File: config.mk
export PLATFORM = sky130hd
export DESIGN_NAME = frame_rate_fault_monitor_core
export DESIGN_NICKNAME = d
export VERILOG_FILES = /design/src/rtl/core/frfm_pkg.sv /design/src/rtl/core/frame_rate_fault_monitor_core.sv
export SDC_FILE = /design/constraint.sdc
export NUM_CORES = 2
export LEC_CHECK = 0
export BUFFER_PORTS_ARGS = -buffer_cell sky130_fd_sc_hd__buf_2
export CAP_MARGIN = 20
export CELL_PAD_IN_SITES_DETAIL_PLACEMENT = 1
export CELL_PAD_IN_SITES_GLOBAL_PLACEMENT = 1
export CORE_MARGIN = 2
export CORE_UTILIZATION = 45
export CTS_CLUSTER_DIAMETER = 100
export CTS_CLUSTER_SIZE = 30
export DETAILED_ROUTE_END_ITERATION = 10
export PLACE_DENSITY_LB_ADDON = 0.1
export SLEW_MARGIN = 20
export SYNTH_ARGS = -nofsm -noshare
export SYNTH_HDL_FRONTEND = slang
export SYNTH_SLANG_ARGS = --single-unit
File: constraint.sdc
create_clock -name aclk -period 20.5 [get_ports aclk]
set_clock_uncertainty 0.2 [all_clocks]
set_input_delay 1.025 -clock aclk [delete_from_list [all_inputs] [get_ports aclk]]
set_output_delay 1.025 -clock aclk [all_outputs]
set_load 0.1 [all_outputs]
File: src/rtl/core/frfm_pkg.sv
// ----------------------------------------------------------------------------
// frfm_pkg
// widths, constants and register codes of the frame rate fault monitor
// ----------------------------------------------------------------------------
`default_nettype none

package frfm_pkg;

    // field widths
    localparam int unsigned COUNT_W   = 32;
    localparam int unsigned TIME_W    = 64;
    localparam int unsigned FPS_W     = 10;
    localparam int unsigned BAND_W    = 8;
    localparam int unsigned PERIOD_W  = 32;
    localparam int unsigned CFG_IDX_W = 2;
    localparam int unsigned CFG_DATA_W = 32;

    // stream widths, padded to whole bytes
    localparam int unsigned S_TDATA_W = ((COUNT_W + TIME_W + 7) / 8) * 8;
    localparam int unsigned M_TDATA_W = 8;

    // rate bounds are signed: expected +/- band
    localparam int unsigned K_W    = 12;
    // microseconds per second and its signed width
    localparam int unsigned USEC_W = 21;
    localparam logic [USEC_W-1:0] US_PER_SEC = USEC_W'(1000000);
    // scaled count difference and scaled bound widths
    localparam int unsigned SCALED_W = COUNT_W + USEC_W;
    localparam int unsigned BOUND_W  = K_W + TIME_W + 1;

    // register reset values
    localparam logic [FPS_W-1:0]    EXPECTED_FPS_RST  = FPS_W'(30);
    localparam logic [BAND_W-1:0]   FAULT_BAND_RST    = BAND_W'(3);
    localparam logic [PERIOD_W-1:0] MIN_PERIOD_US_RST = PERIOD_W'(1000000);

    // result word bit positions
    localparam int unsigned OUT_FAULT_BIT    = 0;
    localparam int unsigned OUT_CHANGED_BIT  = 1;
    localparam int unsigned OUT_MEASURED_BIT = 2;

    // configuration register indexes
    typedef enum logic [CFG_IDX_W-1:0] {
        CFG_EXPECTED_FPS  = 2'd0,
        CFG_FAULT_BAND    = 2'd1,
        CFG_MIN_PERIOD_US = 2'd2
    } cfg_index_t;

endpackage

`default_nettype wire

File: src/rtl/core/frame_rate_fault_monitor_core.sv
// ----------------------------------------------------------------------------
// frame_rate_fault_monitor_core
// checks sensor frame rate against a tolerance band around the expected rate
// ----------------------------------------------------------------------------
//  channel  direction  ports                   word contents
//  s_       in         s_tvalid/tready/tdata   frame_count, time_us
//  m_       out        m_tvalid/tready/tdata   rate_fault, fault_changed,
//                                              rate_measured
//  cfg_     in         cfg_valid/ready/index   expected_fps, fault_band,
//                      cfg_data                min_period_us
//
//  one word accepted per cycle unless the result stream stalls; a result passes
//  through four register stages: input, elapsed time, products, result
//  the reference update happens in the elapsed-time stage, the fault update in
//  the result stage, so consecutive words see the state left by earlier ones
//  aresetn clears valid bits, reference and fault state, and loads register resets
//  each stage holds when the one after it is full and stalled; bubbles fill in
// ----------------------------------------------------------------------------
`default_nettype none

module frame_rate_fault_monitor_core (
    input  wire logic                              aclk,
    input  wire logic                              aresetn,
    // slave word: [31:0] frame_count, [95:32] time_us
    input  wire logic                              s_tvalid,
    output logic                                   s_tready,
    input  wire logic [frfm_pkg::S_TDATA_W-1:0]    s_tdata,
    // master word: [0] rate_fault, [1] fault_changed, [2] rate_measured,
    // [7:3] zero
    output logic                                   m_tvalid,
    input  wire logic                              m_tready,
    output logic [frfm_pkg::M_TDATA_W-1:0]         m_tdata,
    // configuration write channel
    input  wire logic                              cfg_valid,
    output logic                                   cfg_ready,
    input  wire logic [frfm_pkg::CFG_IDX_W-1:0]    cfg_index,
    input  wire logic [frfm_pkg::CFG_DATA_W-1:0]   cfg_data
);

    localparam int unsigned CW = frfm_pkg::COUNT_W;
    localparam int unsigned TW = frfm_pkg::TIME_W;

    // configuration registers
    logic [frfm_pkg::FPS_W-1:0]    expected_fps_reg;
    logic [frfm_pkg::BAND_W-1:0]   fault_band_reg;
    logic [frfm_pkg::PERIOD_W-1:0] min_period_us_reg;

    // monitor state
    logic          primed_reg;
    logic [CW-1:0] ref_count_reg;
    logic [TW-1:0] ref_time_reg;
    logic          fault_state_reg;

    // input stage
    logic          in_valid_reg;
    logic [CW-1:0] in_count_reg;
    logic [TW-1:0] in_time_reg;

    // elapsed-time stage
    logic          dt_valid_reg;
    logic          dt_meas_reg;
    logic [CW-1:0] dt_diff_reg;
    logic [TW-1:0] dt_time_reg;
    logic          dt_meas_next;
    logic [TW-1:0] dt_time_next;

    // product stage
    logic                                  mul_valid_reg;
    logic                                  mul_meas_reg;
    logic signed [frfm_pkg::SCALED_W-1:0]  mul_scaled_reg;
    logic signed [frfm_pkg::BOUND_W-1:0]   mul_low_reg;
    logic signed [frfm_pkg::BOUND_W-1:0]   mul_high_reg;
    logic signed [frfm_pkg::SCALED_W-1:0]  mul_scaled_next;
    logic signed [frfm_pkg::BOUND_W-1:0]   mul_low_next;
    logic signed [frfm_pkg::BOUND_W-1:0]   mul_high_next;
    logic signed [frfm_pkg::K_W-1:0]       low_k;
    logic signed [frfm_pkg::K_W-1:0]       high_k;

    // result stage
    logic m_valid_reg;
    logic out_fault_reg;
    logic out_changed_reg;
    logic out_meas_reg;
    logic fault_next;

    // stage movement
    logic mov_out;
    logic mov_mul;
    logic mov_dt;
    logic mul_room;
    logic dt_room;

    assign mov_out  = mul_valid_reg && (!m_valid_reg || m_tready);
    assign mul_room = !mul_valid_reg || mov_out;
    assign mov_mul  = dt_valid_reg && mul_room;
    assign dt_room  = !dt_valid_reg || mov_mul;
    assign mov_dt   = in_valid_reg && dt_room;
    assign s_tready = !in_valid_reg || mov_dt;
    assign cfg_ready = 1'b1;

    // configuration writes
    always_ff @(posedge aclk) begin
        if (!aresetn) begin
            expected_fps_reg  <= frfm_pkg::EXPECTED_FPS_RST;
            fault_band_reg    <= frfm_pkg::FAULT_BAND_RST;
            min_period_us_reg <= frfm_pkg::MIN_PERIOD_US_RST;
        end else if (cfg_valid && cfg_ready) begin
            unique case (cfg_index)
                frfm_pkg::CFG_EXPECTED_FPS:
                    expected_fps_reg <= cfg_data[frfm_pkg::FPS_W-1:0];
                frfm_pkg::CFG_FAULT_BAND:
                    fault_band_reg <= cfg_data[frfm_pkg::BAND_W-1:0];
                frfm_pkg::CFG_MIN_PERIOD_US:
                    min_period_us_reg <= cfg_data[frfm_pkg::PERIOD_W-1:0];
                default: ;
            endcase
        end
    end

    // input register
    always_ff @(posedge aclk) begin
        if (!aresetn) begin
            in_valid_reg <= 1'b0;
        end else if (s_tready) begin
            in_valid_reg <= s_tvalid;
        end
    end

    always_ff @(posedge aclk) begin
        if (s_tvalid && s_tready) begin
            in_count_reg <= s_tdata[CW-1:0];
            in_time_reg  <= s_tdata[CW+TW-1:CW];
        end
    end

    // elapsed time and interval check against the reference
    always_comb begin
        dt_time_next = in_time_reg - ref_time_reg;
        dt_meas_next = primed_reg && (dt_time_next > TW'(min_period_us_reg));
    end

    always_ff @(posedge aclk) begin
        if (!aresetn) begin
            dt_valid_reg  <= 1'b0;
            primed_reg    <= 1'b0;
            ref_count_reg <= '0;
            ref_time_reg  <= '0;
        end else begin
            if (dt_room) begin
                dt_valid_reg <= in_valid_reg;
            end
            // first word primes, a long enough interval moves the reference
            if (mov_dt && (!primed_reg || dt_meas_next)) begin
                primed_reg    <= 1'b1;
                ref_count_reg <= in_count_reg;
                ref_time_reg  <= in_time_reg;
            end
        end
    end

    always_ff @(posedge aclk) begin
        if (mov_dt) begin
            dt_meas_reg <= dt_meas_next;
            dt_diff_reg <= in_count_reg - ref_count_reg;
            dt_time_reg <= dt_time_next;
        end
    end

    // band bounds and cross products
    always_comb begin
        low_k  = $signed({2'b00, expected_fps_reg}) - $signed({4'b0000, fault_band_reg});
        high_k = $signed({2'b00, expected_fps_reg}) + $signed({4'b0000, fault_band_reg});
        mul_scaled_next = $signed(dt_diff_reg) * $signed(frfm_pkg::US_PER_SEC);
        mul_low_next    = low_k * $signed({1'b0, dt_time_reg});
        mul_high_next   = high_k * $signed({1'b0, dt_time_reg});
    end

    always_ff @(posedge aclk) begin
        if (!aresetn) begin
            mul_valid_reg <= 1'b0;
        end else if (mul_room) begin
            mul_valid_reg <= dt_valid_reg;
        end
    end

    always_ff @(posedge aclk) begin
        if (mov_mul) begin
            mul_meas_reg   <= dt_meas_reg;
            mul_scaled_reg <= mul_scaled_next;
            mul_low_reg    <= mul_low_next;
            mul_high_reg   <= mul_high_next;
        end
    end

    // band compare; an unmeasured word keeps the fault as it stands
    always_comb begin
        if (mul_meas_reg) begin
            fault_next = (frfm_pkg::BOUND_W'(mul_scaled_reg) < mul_low_reg) ||
                         (frfm_pkg::BOUND_W'(mul_scaled_reg) > mul_high_reg);
        end else begin
            fault_next = fault_state_reg;
        end
    end

    always_ff @(posedge aclk) begin
        if (!aresetn) begin
            m_valid_reg     <= 1'b0;
            fault_state_reg <= 1'b0;
        end else begin
            if (mov_out) begin
                m_valid_reg     <= 1'b1;
                fault_state_reg <= fault_next;
            end else if (m_tready) begin
                m_valid_reg <= 1'b0;
            end
        end
    end

    always_ff @(posedge aclk) begin
        if (mov_out) begin
            out_fault_reg   <= fault_next;
            out_changed_reg <= fault_next != fault_state_reg;
            out_meas_reg    <= mul_meas_reg;
        end
    end

    // result word
    always_comb begin
        m_tdata = '0;
        m_tdata[frfm_pkg::OUT_FAULT_BIT]    = out_fault_reg;
        m_tdata[frfm_pkg::OUT_CHANGED_BIT]  = out_changed_reg;
        m_tdata[frfm_pkg::OUT_MEASURED_BIT] = out_meas_reg;
    end

    assign m_tvalid = m_valid_reg;

endmodule

`default_nettype wire

==> results.sh <==
export IMPL_grt_max_degree=98
export IMPL_postLayoutCoreUtil_pct=47.83
export IMPL_drtPass1Iterations=5
export IMPL_fin_setup_tns_ns=0
export IMPL_viasPerCell=5.429
export IMPL_clock_sinks=546
export IMPL_status="complete, no violations"
export IMPL_final_max_slew_viol_count=0
export IMPL_cts_buffers=35
export IMPL_crit_type="reg2reg"
export IMPL_clockBufferDepth=3
export IMPL_clock_fmax_mhz=87.15
export IMPL_netlist_area_um2=79800
export IMPL_drtAntennaViolNets=0
export IMPL_ys_top_cells_by_count="inv_1, fa_1, nand2_1"
export IMPL_synth_top_area_share_pct=31.81
export IMPL_critical_path_max_stage_delay_ns=0.77
export IMPL_cp_slowest_cell="a2111oi_2"
export IMPL_io_pins=146
export IMPL_drive_above_1_share_pct=4.338
export IMPL_fillCellCount=20040
export IMPL_cp_end_kind="flip-flop"
export IMPL_dp_final_hpwl_mm=189.7
export IMPL_dr_total_vias=58021
export IMPL_drt_iter0_drc=3243
export IMPL_start_util_pct=45.31
export IMPL_clkLatencyLatePin_ns=0.69
export IMPL_grt_pass1_vias=64709
export IMPL_nNetsFinal=10502
export IMPL_coreArea_um2=176100
export IMPL_fp_row_count=154
export IMPL_die_x_um=425.1
export IMPL_grt_pass1_wl_mm=374.4
export IMPL_arrival_ns=11.67
export IMPL_hp_class="reg2reg"
export IMPL_synth_seq_area_share_pct=18.64
export IMPL_crit_fanout=50
export IMPL_h_tree_depth=2
export IMPL_route_detailed_drc=0
export IMPL_synth_async_sr_flop_share_pct=0
export IMPL_finalHoldViolCount=0
export IMPL_syn_inst=8434
export IMPL_antenna_found_initial=10
export IMPL_register_area_um2=14870
export IMPL_io_buffer_count=139
export IMPL_avgSynthCellArea_um2=9.462
export IMPL_cts_resized=0
export IMPL_synthTopCellsByArea="fa_1, edfxtp_1, ha_1"
export IMPL_fp_dieH_um=425.1
export IMPL_yosys_warnings=0
export IMPL_postCtsHoldBufs=0
export IMPL_area_delta_synth_final_pct=5.545
export IMPL_cts_setup_buffers=0
export IMPL_multi_input_area_um2=57780
export IMPL_wl_per_cell_um=22.17
export IMPL_dieArea_um2=180700
export IMPL_crit_top_cell="nor2_1"
export IMPL_slew_headroom_pct=24.49
export IMPL_grt_usage_pct=26.69
export IMPL_crit_required_ns=20.70
export IMPL_gp_congestion=0.9116
export IMPL_ys_ff_latch=546
export IMPL_grt_overflow=0
export IMPL_fin_crit_sh_pct=55.98
export IMPL_rsz0062_at_grt="false"
export IMPL_cts_tree="yes"
export IMPL_largest_reg_flops=76
export IMPL_timing_final_crit_period_ns=11.48
export IMPL_wl_mm=237.0
export IMPL_synth_main_ff_cell="edfxtp_1"
export IMPL_ys_types=87
export IMPL_synthMostInstantiatedCell="inv_1"
export IMPL_yosys_area_top_type="fa_1"
export IMPL_synth_edf_count=394
export IMPL_root_buffer="clkbuf_16"
export IMPL_clkTransAtPathRegs_ns=0.12
export IMPL_maxCapViolCount=0
export IMPL_tightest_slew_ns=1.123
export IMPL_setup_viol=0
export IMPL_cp_start_kind="flip-flop"
==> critical path: cells and delay by family (launching register included) <==
kind	cells	cell delay, ns
xor+xnor	2	0.47
simple gates	10	2.24
fa+ha+maj	7	3.17
compound gates	11	3.64
buf+inv	5	0.98
flops	1	0.46
==> cell families (layout without fill, tap and decap cells) <==
kind of cell,after synthesis,count (layout),synth area share [%]
AOI/OAI and AO/OA,1070,1070,8.813
and+or+nand+nor,2423,2423,14.80
buffers and inverters,1964,1871,9.340
muxes,111,111,1.395
other,2,8,0.009411
DFF,546,546,18.64
adders and majority gates,2048,2048,44.04
xor gates and xnor gates,270,270,2.963
==> placed cells by master (no fill, tap or decap), types with 84 or more instances in the layout <==
cell type  synthesis  routed
a21oi_1          298     297
o21ai_0          169     169
dfxtp_1          152     152
a21o_1           243     243
edfxtp_1         394     394
nand2_1         1066    1065
inv_1           1578    1578
nand2b_1         108     108
and2_1           547     547
nor2b_1          124     123
buf_4              9      90
nand4_1           84      84
fa_1            1268    1266
nor2_1           249     247
buf_2              8     138
mux2i_1          109     109
ha_1             780     779
xnor2_1          184     174
==> path summary, 6_finish.rpt <==
kind / startpoint / cells past startpoint / slack (ns) / end
max: fault_band_reg[1]$_SDFFE_PN1P_ / 35 / 9.02 / mul_high_reg[68]$_DFFE_PP_
max reg2reg: fault_band_reg[1]$_SDFFE_PN1P_ / 35 / 9.02 / mul_high_reg[68]$_DFFE_PP_
min reg2reg: ref_time_reg[54]$_SDFFE_PN0P_ / 2 / 0.26 / ref_time_reg[54]$_SDFFE_PN0P_
min: ref_time_reg[54]$_SDFFE_PN0P_ / 2 / 0.26 / ref_time_reg[54]$_SDFFE_PN0P_
==> final cells by class <==
type                    instances  area share (%)
diodes                          2        0.005942
clock buffers                  41           1.129
clock inverters                22          0.4531
inverters                    1578           7.032
multi-input cells            5928           68.59
flip-flops and latches        546           17.66
well taps                    2340           3.476
repair buffers                230           1.652
==> per-layer routing <==
layer	wire [µm]	track usage (%)
met3	13230	4.066
met1	109500	37.64
met4	5270	5.579
met2	108900	43.54
met5	41	0
==> through the flow <==
| stage | worst slack, ns | std cells | cell area (µm²) | hold WS, ns |
|---|---|---|---|---|
| 2_1_floorplan | 9.543 | 8438 | 79820 | 0.2003 |
| 3_3_place_gp | 8.544 | 10621 | 82870 | 0.2417 |
| 3_5_place_dp | 9.222 | 10622 | 82890 | 0.2467 |
| 4_1_cts | 9.103 | 10685 | 84220 | 0.2408 |
| 5_1_grt | 8.417 | 10686 | 84230 | 0.2582 |
| 6_report | 9.025 | 10687 | 84230 | 0.2618 |
Power is not shown: default switching activity piles up to over one toggle a cycle in this logic, so the estimate is an artifact.
